### src/rtl/core/cbcr_pkg.sv
// Shared types and constants of the circle versus box collision resolver.
`default_nettype none
package cbcr_pkg;
  localparam int XW        = 22;  // internal position width, never wraps
  localparam int MW        = 12;  // offset magnitude width below the radius limit
  localparam int D2W       = 25;  // squared distance width
  localparam int SQ_STEPS  = 13;  // root digits of the squared distance
  localparam int DIV_STEPS = 12;  // quotient bits of one push division
  localparam int ITW       = 4;   // iteration counter width

  localparam logic [1:0] REG_WORLD_WIDTH  = 2'd0;
  localparam logic [1:0] REG_WORLD_HEIGHT = 2'd1;
  localparam logic [1:0] REG_RADIUS       = 2'd2;
  localparam logic [1:0] REG_COUNT        = 2'd3;

  typedef struct packed {
    logic load_pos;
    logic wr_entry;
    logic clamp;
    logic rd_entry;
    logic near;
    logic sq_x;
    logic sq_y;
    logic snap;
    logic sq_init;
    logic sq_step;
    logic mul_x;
    logic mul_y;
    logic div_step;
    logic apply;
    logic clr_pass;
    logic load_out;
  } cbcr_cmd_t;

  typedef struct packed {
    logic far;
    logic zero;
    logic lt;
    logic hit_pass;
  } cbcr_stat_t;
endpackage
`default_nettype wire

### src/rtl/core/cbcr_datapath.sv
// Datapath of the resolver: obstacle table, shared multiplier, root and divide steps.
`default_nettype none
module cbcr_datapath
  import cbcr_pkg::*;
#(
  parameter int MAX_OBSTACLES = 8,
  parameter int IW = 3
) (
  input  wire logic                clk,
  input  wire cbcr_cmd_t           cmd,
  output cbcr_stat_t               stat,
  input  wire logic [IW-1:0]       rd_idx,
  input  wire logic [2:0]          in_slot,
  input  wire logic signed [16:0]  in_pos_x,
  input  wire logic signed [16:0]  in_pos_y,
  input  wire logic [15:0]         in_rect_w,
  input  wire logic [15:0]         in_rect_h,
  input  wire logic [15:0]         world_width,
  input  wire logic [15:0]         world_height,
  input  wire logic [11:0]         circle_radius,
  output logic signed [16:0]       res_x,
  output logic signed [16:0]       res_y,
  output logic                     collided
);
  logic signed [16:0] tab_l [MAX_OBSTACLES];
  logic signed [16:0] tab_t [MAX_OBSTACLES];
  logic [15:0]        tab_w [MAX_OBSTACLES];
  logic [15:0]        tab_h [MAX_OBSTACLES];

  logic signed [XW-1:0] x, y;
  logic signed [16:0]   l, t;
  logic [15:0]          w, h;
  logic [MW-1:0]        magx, magy, quot, qx, dv_low, dv_rem;
  logic                 sgnx, sgny, far, zero, hit_pass, any;
  logic [D2W-1:0]       d2, rr;
  logic [25:0]          sq_v;
  logic [15:0]          sq_rem;
  logic [MW:0]          root;

  logic [IW+2:0]        slot_ext;
  logic                 slot_ok;
  logic signed [XW-1:0] r_ext, hi_x, hi_y, xc, yc, xc2, yc2;
  logic signed [XW-1:0] l_ext, t_ext, lw, th, cxm, cym, cx, cy, dxf, dyf, adx, ady;
  logic signed [XW:0]   tx, tl;
  logic [MW-1:0]        o, ma, mb;
  logic [2*MW-1:0]      prod;
  logic [15:0]          rem2, trial;
  logic [MW:0]          dr2;
  logic signed [XW-1:0] qxe, qye, sx, sy;

  assign slot_ext = {{IW{1'b0}}, in_slot};
  assign slot_ok  = int'(slot_ext) < MAX_OBSTACLES;

  always_ff @(posedge clk) begin
    if (cmd.wr_entry && slot_ok) begin
      tab_l[slot_ext[IW-1:0]] <= in_pos_x;
      tab_t[slot_ext[IW-1:0]] <= in_pos_y;
      tab_w[slot_ext[IW-1:0]] <= in_rect_w;
      tab_h[slot_ext[IW-1:0]] <= in_rect_h;
    end
    if (cmd.rd_entry) begin
      l <= tab_l[rd_idx];
      t <= tab_t[rd_idx];
      w <= tab_w[rd_idx];
      h <= tab_h[rd_idx];
    end
  end

  always_comb begin
    r_ext = $signed({{(XW-12){1'b0}}, circle_radius});
    hi_x  = $signed({{(XW-16){1'b0}}, world_width}) - r_ext;
    hi_y  = $signed({{(XW-16){1'b0}}, world_height}) - r_ext;
    xc    = (x < r_ext) ? r_ext : x;
    xc2   = (xc > hi_x) ? hi_x : xc;
    yc    = (y < r_ext) ? r_ext : y;
    yc2   = (yc > hi_y) ? hi_y : yc;
    l_ext = $signed({{(XW-17){l[16]}}, l});
    t_ext = $signed({{(XW-17){t[16]}}, t});
    lw    = l_ext + $signed({{(XW-16){1'b0}}, w});
    th    = t_ext + $signed({{(XW-16){1'b0}}, h});
    cxm   = (x < lw) ? x : lw;
    cx    = (cxm < l_ext) ? l_ext : cxm;
    cym   = (y < th) ? y : th;
    cy    = (cym < t_ext) ? t_ext : cym;
    dxf   = x - cx;
    dyf   = y - cy;
    adx   = dxf[XW-1] ? -dxf : dxf;
    ady   = dyf[XW-1] ? -dyf : dyf;
    tx    = $signed({x, 1'b0});
    tl    = $signed({l_ext, 1'b0}) + $signed({{(XW-15){1'b0}}, w});
    o     = circle_radius - root[MW-1:0];
    ma    = circle_radius;
    mb    = circle_radius;
    if (cmd.sq_x) begin
      ma = magx; mb = magx;
    end else if (cmd.sq_y) begin
      ma = magy; mb = magy;
    end else if (cmd.mul_x) begin
      ma = magx; mb = o;
    end else if (cmd.mul_y) begin
      ma = magy; mb = o;
    end
    prod  = ma * mb;
    rem2  = {sq_rem[13:0], sq_v[25:24]};
    trial = {1'b0, root, 2'b01};
    dr2   = {dv_rem, dv_low[MW-1]};
    qxe   = $signed({{(XW-MW){1'b0}}, qx});
    qye   = $signed({{(XW-MW){1'b0}}, quot});
    sx    = sgnx ? -qxe : qxe;
    sy    = sgny ? -qye : qye;
  end

  always_ff @(posedge clk) begin
    if (cmd.load_pos) begin
      x   <= $signed({{(XW-17){in_pos_x[16]}}, in_pos_x});
      y   <= $signed({{(XW-17){in_pos_y[16]}}, in_pos_y});
      any <= 1'b0;
    end
    if (cmd.clamp) begin
      x  <= xc2;
      y  <= yc2;
      rr <= {1'b0, prod};
    end
    if (cmd.near) begin
      magx <= adx[MW-1:0];
      magy <= ady[MW-1:0];
      sgnx <= dxf[XW-1];
      sgny <= dyf[XW-1];
      far  <= (|adx[XW-1:MW]) || (|ady[XW-1:MW]);
      zero <= (dxf == '0) && (dyf == '0);
    end
    if (cmd.sq_x) d2 <= {1'b0, prod};
    if (cmd.sq_y) d2 <= d2 + {1'b0, prod};
    if (cmd.clr_pass) hit_pass <= 1'b0;
    if (cmd.snap) begin
      // Center in or on the box: snap x out past the nearer vertical side.
      x        <= (tx > tl) ? lw + r_ext : l_ext - r_ext;
      hit_pass <= 1'b1;
      any      <= 1'b1;
    end
    if (cmd.sq_init) begin
      sq_v   <= {1'b0, d2};
      sq_rem <= '0;
      root   <= '0;
    end
    if (cmd.sq_step) begin
      sq_v <= {sq_v[23:0], 2'b00};
      if (rem2 >= trial) begin
        sq_rem <= rem2 - trial;
        root   <= {root[MW-1:0], 1'b1};
      end else begin
        sq_rem <= rem2;
        root   <= {root[MW-1:0], 1'b0};
      end
    end
    if (cmd.mul_x || cmd.mul_y) begin
      // Quotient stays below 2^MW, so the upper half starts below the divisor.
      dv_rem <= prod[2*MW-1:MW];
      dv_low <= prod[MW-1:0];
      quot   <= '0;
    end
    if (cmd.mul_y) qx <= quot;
    if (cmd.div_step) begin
      dv_low <= {dv_low[MW-2:0], 1'b0};
      if (dr2 >= {1'b0, root[MW-1:0]}) begin
        dv_rem <= MW'(dr2 - {1'b0, root[MW-1:0]});
        quot   <= {quot[MW-2:0], 1'b1};
      end else begin
        dv_rem <= dr2[MW-1:0];
        quot   <= {quot[MW-2:0], 1'b0};
      end
    end
    if (cmd.apply) begin
      x        <= x + sx;
      y        <= y + sy;
      hit_pass <= 1'b1;
      any      <= 1'b1;
    end
    if (cmd.load_out) begin
      res_x    <= (x < -XW'(65536)) ? -17'sd65536 : ((x > XW'(65535)) ? 17'sd65535 : x[16:0]);
      res_y    <= (y < -XW'(65536)) ? -17'sd65536 : ((y > XW'(65535)) ? 17'sd65535 : y[16:0]);
      collided <= any;
    end
  end

  assign stat.far      = far;
  assign stat.zero     = zero;
  assign stat.lt       = d2 < rr;
  assign stat.hit_pass = hit_pass;
endmodule
`default_nettype wire

### src/rtl/core/cbcr_ctrl.sv
// Sequencer of the resolver: passes, obstacles, root and divide iterations, handshakes.
`default_nettype none
module cbcr_ctrl
  import cbcr_pkg::*;
#(
  parameter int MAX_OBSTACLES = 8,
  parameter int PASS_LIMIT = 4,
  parameter int IW = 3
) (
  input  wire logic          clk,
  input  wire logic          rst,
  input  wire logic          s_tvalid,
  output logic               s_tready,
  input  wire logic          s_op,
  output logic               m_tvalid,
  input  wire logic          m_tready,
  input  wire logic [3:0]    obstacle_count,
  input  wire cbcr_stat_t    stat,
  output cbcr_cmd_t          cmd,
  output logic [IW-1:0]      rd_idx
);
  localparam int CW = $clog2(MAX_OBSTACLES + 1);
  localparam int PW = $clog2(PASS_LIMIT + 1);

  typedef enum logic [15:0] {
    S_IDLE   = 16'h0001,
    S_CLAMP  = 16'h0002,
    S_PASS   = 16'h0004,
    S_CHECK  = 16'h0008,
    S_RD     = 16'h0010,
    S_NEAR   = 16'h0020,
    S_SQX    = 16'h0040,
    S_SQY    = 16'h0080,
    S_DECIDE = 16'h0100,
    S_SQRT   = 16'h0200,
    S_MULX   = 16'h0400,
    S_DIVX   = 16'h0800,
    S_MULY   = 16'h1000,
    S_DIVY   = 16'h2000,
    S_APPLY  = 16'h4000,
    S_FINISH = 16'h8000
  } state_t;

  state_t         state, state_next;
  logic [CW-1:0]  cnt, idx;
  logic [PW-1:0]  pass;
  logic [ITW-1:0] it;
  logic           acc;

  assign s_tready = (state == S_IDLE);
  assign acc      = s_tvalid && s_tready;
  assign rd_idx   = idx[IW-1:0];

  always_comb begin
    state_next = state;
    cmd        = '0;
    unique case (state)
      S_IDLE: begin
        cmd.wr_entry = acc && s_op;
        cmd.load_pos = acc && !s_op;
        if (acc && !s_op) state_next = S_CLAMP;
      end
      S_CLAMP: begin
        cmd.clamp  = 1'b1;
        state_next = S_PASS;
      end
      S_PASS: begin
        cmd.clr_pass = 1'b1;
        state_next   = S_CHECK;
      end
      S_CHECK: begin
        if (idx < cnt) state_next = S_RD;
        else if (stat.hit_pass && (int'(pass) + 1 < PASS_LIMIT)) state_next = S_PASS;
        else state_next = S_FINISH;
      end
      S_RD: begin
        cmd.rd_entry = 1'b1;
        state_next   = S_NEAR;
      end
      S_NEAR: begin
        cmd.near   = 1'b1;
        state_next = S_SQX;
      end
      S_SQX: begin
        cmd.sq_x   = 1'b1;
        state_next = S_SQY;
      end
      S_SQY: begin
        cmd.sq_y   = 1'b1;
        state_next = S_DECIDE;
      end
      S_DECIDE: begin
        if (stat.far) state_next = S_CHECK;
        else if (stat.zero) begin
          cmd.snap   = 1'b1;
          state_next = S_CHECK;
        end else if (stat.lt) begin
          cmd.sq_init = 1'b1;
          state_next  = S_SQRT;
        end else state_next = S_CHECK;
      end
      S_SQRT: begin
        cmd.sq_step = 1'b1;
        if (it == ITW'(SQ_STEPS - 1)) state_next = S_MULX;
      end
      S_MULX: begin
        cmd.mul_x  = 1'b1;
        state_next = S_DIVX;
      end
      S_DIVX: begin
        cmd.div_step = 1'b1;
        if (it == ITW'(DIV_STEPS - 1)) state_next = S_MULY;
      end
      S_MULY: begin
        cmd.mul_y  = 1'b1;
        state_next = S_DIVY;
      end
      S_DIVY: begin
        cmd.div_step = 1'b1;
        if (it == ITW'(DIV_STEPS - 1)) state_next = S_APPLY;
      end
      S_APPLY: begin
        cmd.apply  = 1'b1;
        state_next = S_CHECK;
      end
      S_FINISH: begin
        if (!m_tvalid || m_tready) begin
          cmd.load_out = 1'b1;
          state_next   = S_IDLE;
        end
      end
      default: state_next = S_IDLE;
    endcase
  end

  always_ff @(posedge clk) begin
    if (rst) begin
      state    <= S_IDLE;
      m_tvalid <= 1'b0;
      cnt      <= '0;
      idx      <= '0;
      pass     <= '0;
      it       <= '0;
    end else begin
      state <= state_next;
      if (cmd.load_out) m_tvalid <= 1'b1;
      else if (m_tready) m_tvalid <= 1'b0;
      if (cmd.load_pos) begin
        cnt  <= (int'(obstacle_count) > MAX_OBSTACLES) ? CW'(MAX_OBSTACLES)
                                                         : CW'(obstacle_count);
        pass <= '0;
      end
      if (cmd.clr_pass) idx <= '0;
      if (state == S_CHECK && idx >= cnt) pass <= pass + 1'b1;
      if (state_next == S_CHECK && state != S_PASS && state != S_CHECK) idx <= idx + 1'b1;
      // The step counter runs while an iterating state repeats and clears on its exit.
      if ((cmd.sq_step || cmd.div_step) && state_next == state) it <= it + 1'b1;
      else it <= '0;
    end
  end
endmodule
`default_nettype wire

### src/rtl/core/circle_box_collision_resolve.sv
// Top level of the circle versus box collision resolver with its register port.
// An obstacle write is taken while idle; a resolve runs at most PASS_LIMIT passes
// over the active obstacles. A pushing obstacle costs a 13-step root and two 12-step
// divides; every product of a resolve comes from one shared multiplier.
// One position word is in flight at a time; the next is taken when the result is loaded.
// Reset is synchronous and active high; it restores the registers and leaves the table.
`default_nettype none
module circle_box_collision_resolve
  import cbcr_pkg::*;
#(
  parameter int MAX_OBSTACLES = 8,
  parameter int PASS_LIMIT = 4
) (
  input  wire logic        clk,
  input  wire logic        rst,
  input  wire logic        s_tvalid,
  output logic             s_tready,
  // slot[2:0], pos_x[19:3], pos_y[36:20], rect_w[52:37], rect_h[68:53], zeros above
  input  wire logic [71:0] s_tdata,
  // op[0]
  input  wire logic [0:0]  s_tuser,
  output logic             m_tvalid,
  input  wire logic        m_tready,
  // res_x[16:0], res_y[33:17], zeros above
  output logic [39:0]      m_tdata,
  // collided[0]
  output logic [0:0]       m_tuser,
  input  wire logic        psel,
  input  wire logic        penable,
  input  wire logic        pwrite,
  input  wire logic [3:0]  paddr,
  input  wire logic [31:0] pwdata,
  output logic [31:0]      prdata,
  output logic             pready
);
  localparam int IW = (MAX_OBSTACLES > 1) ? $clog2(MAX_OBSTACLES) : 1;

  logic [15:0]        world_width, world_height;
  logic [11:0]        circle_radius;
  logic [3:0]         obstacle_count;
  cbcr_cmd_t          cmd;
  cbcr_stat_t         stat;
  logic [IW-1:0]      rd_idx;
  logic signed [16:0] res_x, res_y;
  logic               collided;

  assign pready = 1'b1;

  // Configuration writes land in the access cycle of the bus transfer.
  always_ff @(posedge clk) begin
    if (rst) begin
      world_width    <= 16'd19200;
      world_height   <= 16'd11520;
      circle_radius  <= 12'd240;
      obstacle_count <= 4'd0;
    end else if (psel && penable && pwrite) begin
      unique case (paddr[3:2])
        REG_WORLD_WIDTH:  world_width    <= pwdata[15:0];
        REG_WORLD_HEIGHT: world_height   <= pwdata[15:0];
        REG_RADIUS:       circle_radius  <= pwdata[11:0];
        REG_COUNT:        obstacle_count <= pwdata[3:0];
        default: ;
      endcase
    end
  end

  always_comb begin
    unique case (paddr[3:2])
      REG_WORLD_WIDTH:  prdata = {16'd0, world_width};
      REG_WORLD_HEIGHT: prdata = {16'd0, world_height};
      REG_RADIUS:       prdata = {20'd0, circle_radius};
      REG_COUNT:        prdata = {28'd0, obstacle_count};
      default:          prdata = '0;
    endcase
  end

  // The controller sequences passes and obstacles; the datapath holds table and position.
  cbcr_ctrl #(
    .MAX_OBSTACLES(MAX_OBSTACLES),
    .PASS_LIMIT(PASS_LIMIT),
    .IW(IW)
  ) u_ctrl (
    .clk(clk),
    .rst(rst),
    .s_tvalid(s_tvalid),
    .s_tready(s_tready),
    .s_op(s_tuser[0]),
    .m_tvalid(m_tvalid),
    .m_tready(m_tready),
    .obstacle_count(obstacle_count),
    .stat(stat),
    .cmd(cmd),
    .rd_idx(rd_idx)
  );

  cbcr_datapath #(
    .MAX_OBSTACLES(MAX_OBSTACLES),
    .IW(IW)
  ) u_dp (
    .clk(clk),
    .cmd(cmd),
    .stat(stat),
    .rd_idx(rd_idx),
    .in_slot(s_tdata[2:0]),
    .in_pos_x(s_tdata[19:3]),
    .in_pos_y(s_tdata[36:20]),
    .in_rect_w(s_tdata[52:37]),
    .in_rect_h(s_tdata[68:53]),
    .world_width(world_width),
    .world_height(world_height),
    .circle_radius(circle_radius),
    .res_x(res_x),
    .res_y(res_y),
    .collided(collided)
  );

  // The result word is held in the datapath output register until taken.
  assign m_tdata = {6'd0, res_y, res_x};
  assign m_tuser = collided;
endmodule
`default_nettype wire

### config.mk
export PLATFORM = sky130hd
export DESIGN_NAME = circle_box_collision_resolve
export DESIGN_NICKNAME = d
export VERILOG_FILES = /design/src/rtl/core/cbcr_pkg.sv /design/src/rtl/core/cbcr_datapath.sv /design/src/rtl/core/cbcr_ctrl.sv /design/src/rtl/core/circle_box_collision_resolve.sv
export SDC_FILE = /design/constraint.sdc
export NUM_CORES = 2
export LEC_CHECK = 0
export BUFFER_PORTS_ARGS = -buffer_cell sky130_fd_sc_hd__buf_2
export CAP_MARGIN = 15
export CORE_MARGIN = 2
export CORE_UTILIZATION = 45
export CTS_BUF_LIST = sky130_fd_sc_hd__clkbuf_4 sky130_fd_sc_hd__clkbuf_8 sky130_fd_sc_hd__clkbuf_16
export CTS_CLUSTER_SIZE = 8
export DETAILED_ROUTE_END_ITERATION = 8
export GPL_TIMING_DRIVEN = 0
export PLACE_DENSITY = 0.6
export SYNTH_ARGS = -nofsm -noshare
export SYNTH_HDL_FRONTEND = slang
export SYNTH_HIERARCHICAL = 1
export SYNTH_SLANG_ARGS = --single-unit
### constraint.sdc
create_clock -name clk -period 28.6 [get_ports clk]
set_clock_uncertainty 0.15 [all_clocks]
set_input_delay 7.15 -clock clk [delete_from_list [all_inputs] [get_ports clk]]
set_output_delay 7.15 -clock clk [all_outputs]
set_load 0.01 [all_outputs]
* Word-level counts from Yosys, hierarchy flattened
Memory sizes are Yosys's and may differ from the RTL's. A register that Yosys moved wholly into a read port is not among the register bits.
Cells that the tools add are included.
Widths: inputs -> output; s select.
** Operators by class
- $add $sub $neg :: 23
- Equality and inequality tests :: 25
- Bitwise gates (word level) :: 1
- Reduce and logical (&&, ||, !) cells :: 39
- Magnitude comparators :: 21
- Multipliers :: 1
- Mux-type cells :: 88
** Operator list (number)
- $mux 22 :: 20
- $pmux 16 s15 :: 1
- $mux 12 :: 15
- $mux 16 :: 8
- $pmux 32 s4 :: 1
- $mux 26 :: 2
- $mux 25 :: 2
- $add 22x22->22 :: 2
- $gt 22x17->1 const B :: 2
- $gt 22x22->1 :: 2
- $logic_not 22->1 :: 2
- $lt 22x13->1 :: 2
- $lt 22x17->1 :: 2
- $lt 22x17->1 const B :: 2
- $lt 22x22->1 :: 2
- $neg 12->22 :: 2
- $neg 22->22 :: 2
- $sub 22x22->22 :: 2
- $mux 14 :: 3
- $add 17x17->18 :: 2
- $mux 17 :: 2
- $sub 16x12->17 :: 2
- $eq 16x4->1 const B :: 2
- $lt 32x4->1 const B :: 1
- other kinds (56) :: 115
** Word-level totals
- Flip-flop bits (word level) :: 339
- Memory bits (writable) :: 528
- Memories kept :: 4
** Memory list
- u_dp.tab_l :: depth 8, width 17, read ports 1, clocked after memory_dff 1, write ports 1, RTL line cbcr_datapath.sv:25 : logic signed [16:0] tab_l [MAX_OBSTACLES];
- u_dp.tab_t :: depth 8, width 17, read ports 1, clocked after memory_dff 1, write ports 1, RTL line cbcr_datapath.sv:26 : logic signed [16:0] tab_t [MAX_OBSTACLES];
- u_dp.tab_h :: depth 8, width 16, read ports 1, clocked after memory_dff 1, write ports 1, RTL line cbcr_datapath.sv:28 : logic [15:0] tab_h [MAX_OBSTACLES];
- u_dp.tab_w :: depth 8, width 16, read ports 1, clocked after memory_dff 1, write ports 1, RTL line cbcr_datapath.sv:27 : logic [15:0] tab_w [MAX_OBSTACLES];

* Logic depth before layout (Yosys ltp)
- Word-level depth :: 10
- Gate-level depth with buffers :: 53
- Gate-level depth less buffers :: 49

* By module
Netlist, hierarchy kept.
** Modules (own cells, without submodules)
- cbcr_datapath :: cells each 4773, area each 55474.5 um^2, instances 1
- circle_box_collision_resolve :: cells each 258, area each 2549.9 um^2, instances 1
- cbcr_ctrl :: cells each 246, area each 1976.9 um^2, instances 1

* Least setup slack after synthesis
OpenSTA, ideal clock, no wires.
- Path kind :: input-to-output
- Start point :: input paddr[2]
- End point :: output prdata[11]
- Path buffers :: 2
- Setup slack :: 13.436 ns
- Required time :: 21.300 ns
- Arrival time :: 7.864 ns
- Stages on the path :: 4
- Cell sequence :: buf_6 > buf_4 > mux2i_1 > o21ai_0
** On the way
- Longest elaborated chain between the ends :: 2
- Elaborated cells on any way between the ends :: 5
- Classes of those cells :: 3 x eq/ne; 1 x mux; 1 x reduce/logical
** RTL lines
- start: declaration :: RTL line circle_box_collision_resolve.sv:31 : input wire logic [3:0] paddr,
- $eq 2x2->1 (tied with other cells) :: RTL line circle_box_collision_resolve.sv:68 : unique case (paddr[3:2])
- $pmux 32 s4 (*) :: RTL line circle_box_collision_resolve.sv:68
- end: declaration :: RTL line circle_box_collision_resolve.sv:33 : output logic [31:0] prdata,
Every way passes the cells marked *; elsewhere a longest branch is shown, timed or not. The select of a mux whose other input is x is not followed.

* Worst setup path after layout
- Start point :: input paddr[2]
- End point :: output prdata[9]
The elaborated chain is that of the path after synthesis.

==> impl_metrics.yaml <==
run_status:
  status: "completed"
clock_network:
  cts_buffer_depth: 3
  cts.sinks: 933
  cts_made_buffers: 137
  cts_tree: "yes"
  cts_resized: 0
  cts-root-buf: "clkbuf_16"
  cts_htree_levels: 4
  post-cts-setup-buffers: 0
  postCtsHoldBufs: 0
  clk_latency_ps: 780
  clk_transition_reported_paths_ps: 50
detailed_routing:
  drc_errors: 0
  wl_per_cell_um: 23.25
  drt-met1-wl_um: 75720
  drtIter0Drc: 3577
  vias: 43234
  first_pass_iters: 5
  dr.max_layer_used: "met5"
  routed-wl-met3_um: 10720
  wl_met2_um: 80860
  ant_nets: 0
  viasPerCell: 5.793
  drt_wl_total_um: 173500
critical_path:
  critPathMostFrequentCell: "buf_2"
  cp_slowest_stage_delay_ps: 470
  worstSetupStartpointType: "input port"
  slowest_stage: "o21ai_0"
  worstPathCellList: "buf_2 -> buf_6 -> buf_4 -> mux2i_1 -> o21ai_0 -> buf_2"
  timing.reg2reg.setup_slack_ps: 15160
  crit_end: "prdata[9]"
  r2r_cells: 49
  cp.depth: 6
  cp_top_family: "buffers and inverters"
  cp-startpoint: "paddr[2]"
  reg2reg_to: "u_dp/far$_DFFE_PP_"
  rr_startpoint: "u_dp/t[0]$_DFFE_PP_"
  worstPathRequired_ps: 21300
  path_max_fanout: 10
  cp-end-kind: "output port"
  critPathBufInv: 4
  critPathKind: "in2out"
  critPathArrivalTime_ps: 8540
sta:
  hold_viol_final: 0
  tightest_slew_ps: 1120
  post-route-min-period_ps: 15840
  slew_headroom_pct: 24.67
  setup_viol: 0
  fmax_ghz: 0.06313
  rsz0062_at_grt: "no"
  fin_setup_tns_ps: 0
  finalCritPeriodShare_pct: 55.39
  slew_violations: 0
cells_and_area:
  seq_area_mm2: 0.02717
  postLayoutCellArea_mm2: 0.06820
  final_core_util_pct: 51.68
  n_fill_cell: 11475
  layout-drive-gt1-share_pct: 13.64
  syn2layout_area_growth_pct: 13.66
  multi_input_area_mm2: 0.03051
  fin_nets: 6363
  instances_no_fill: 7463
yosys:
  yosysSeqAreaShare_pct: 45.28
  netlist_area_mm2: 0.06000
  synth_cell_type_count: 104
  synth_edf_count: 848
  synth_top_flop_cell: "edfxtp_1"
  avgSynthCellArea_um2: 11.37
  ys_ff_latch: 933
  ys_warn_count: 6
  async_flop_share_pct: 0
  syn_inst: 5277
place:
  numPlacedInstances: 7248
  dpl-instance-area_mm2: 0.06389
  portBuffers: 147
  place_hpwl_um: 130400
  globalplace.congestion: 0.9598
floorplan:
  dieArea_mm2: 0.1363
  start_util_pct: 45.47
  dieHeight_um: 369.2
  coreArea_mm2: 0.1320
  num_rows: 133
  fp.dieW_um: 369.2
  io_pins: 192
hold_path:
  whs_path_depth: 2
  worstHoldPathType: "reg2reg"
flow_run:
  drv_cap: 0
pwr:
  p_per_area_mw_per_mm2: 51.83
  fin_total_pwr_mw: 3.535
  vdd_drop_max_mv: 0.07769
  p_leak_nw: 26.56
global_routing:
  grt_max_degree: 36
  grt_pass1_wl_um: 260800
  antenna_found_initial: 15
  grt_pass1_vias: 42198
  grt_usage_pct: 25.32
  grt.overflow.total: 0
## cell usage after synthesis, types with 102 or more instances
library cell / n / area (µm²)
fa_1: 114 / 2282
ha_1: 501 / 6269
clkbuf_1: 149 / 559.3
nand2_1: 387 / 1453
mux2i_1: 125 / 1251
o21ai_0: 287 / 1436
a21o_1: 139 / 1044
nor2_1: 326 / 1224
inv_1: 384 / 1441
mux2_2: 102 / 1149
nor2b_1: 103 / 644.4
a21oi_1: 308 / 1541
xnor2_1: 182 / 1594
mux4_2: 136 / 3063
edfxtp_1: 848 / 25460
## registers in the layout (all words and copies together) (netlist names), 16 cells and up
name / cells
u_ctrl/state: 16
u_dp/d2: 25
u_dp/h: 16
u_dp/l: 17
u_dp/res_x: 17
u_dp/res_y: 17
u_dp/rr: 24
u_dp/sq_v: 26
u_dp/t: 17
u_dp/tab_h: 128
u_dp/tab_l: 136
u_dp/tab_t: 136
u_dp/tab_w: 128
u_dp/w: 16
u_dp/x: 22
u_dp/y: 22
world_height: 16
world_width: 16
## cell usage in the layout, fill, tap and decap left out, types with 114 or more instances in the layout
| master | synthesis | layout |
|---|---|---|
| a21o_1 | 139 | 139 |
| a21oi_1 | 308 | 308 |
| ha_1 | 501 | 501 |
| clkbuf_16 | 0 | 138 |
| inv_1 | 384 | 384 |
| o21ai_0 | 287 | 287 |
| nor2_1 | 326 | 320 |
| xnor2_1 | 182 | 182 |
| fa_1 | 114 | 114 |
| edfxtp_1 | 848 | 848 |
| mux2i_1 | 125 | 125 |
| mux4_2 | 136 | 136 |
| clkbuf_1 | 149 | 149 |
| buf_2 | 8 | 155 |
| nand2_1 | 387 | 387 |
## routing by layer
metal | global-route usage [%] | up-vias
li1 | - | 20118
met1 | 34.41 | 21385
met2 | 41.18 | 1398
met3 | 3.841 | 319
met4 | 8.995 | 14
met5 | 0 | -
## tightest hold or removal path, delay by kind of cell, from the launching register on
family          cells  cell delay (ps)
compound gates      1               50
flops               1              300
simple gates        1               50
## area by class of cell
type,instances,share of cell area (%)
clock inverter,19,0.6183
clock buffer,193,5.687
multi-input combinational,3757,44.74
sequential,933,39.83
antenna,3,0.01101
timing repair buffer,195,2.253
tap,1755,3.220
buffer,219,1.495
inverter,389,2.141
## metrics by stage
step,hold WS (ps),setup WS [ps]
after floorplan,258.2,13440
after CTS,301.1,12820
after global routing,313.8,12650
final,298.4,12760
after detailed placement,281.0,12830
after global placement,265.1,10940
## worst min-delay path by stage
stage,from,end
after floorplan,u_dp/any$_SDFFE_PP1P_,u_dp/collided$_DFFE_PP_
after global routing,u_dp/any$_SDFFE_PP1P_,u_dp/collided$_DFFE_PP_
after CTS,u_ctrl/cnt[2]$_SDFFE_PP0P_,u_ctrl/cnt[2]$_SDFFE_PP0P_
final,u_ctrl/cnt[2]$_SDFFE_PP0P_,u_ctrl/cnt[2]$_SDFFE_PP0P_
after detailed placement,u_dp/any$_SDFFE_PP1P_,u_dp/collided$_DFFE_PP_
after global placement,u_dp/any$_SDFFE_PP1P_,u_dp/collided$_DFFE_PP_
## cells by family after synthesis
logic type,count (synthesis),share of synthesized area (%)
XOR/XNOR,265,3.868
buffers and inverters,608,4.133
AND/OR/NAND/NOR,1336,11.02
AO/OA/AOI/OAI,1154,12.31
other,2,0.01252
flip-flops,933,45.28
adder cells (fa/ha/maj),615,14.25
multiplexers,364,9.123
## report_power, final
part           internal, mW  switching, mW
clock network         0.966          0.619
registers              1.51         0.0208
logic                 0.168          0.249
Power figures use the tool's default switching activity.
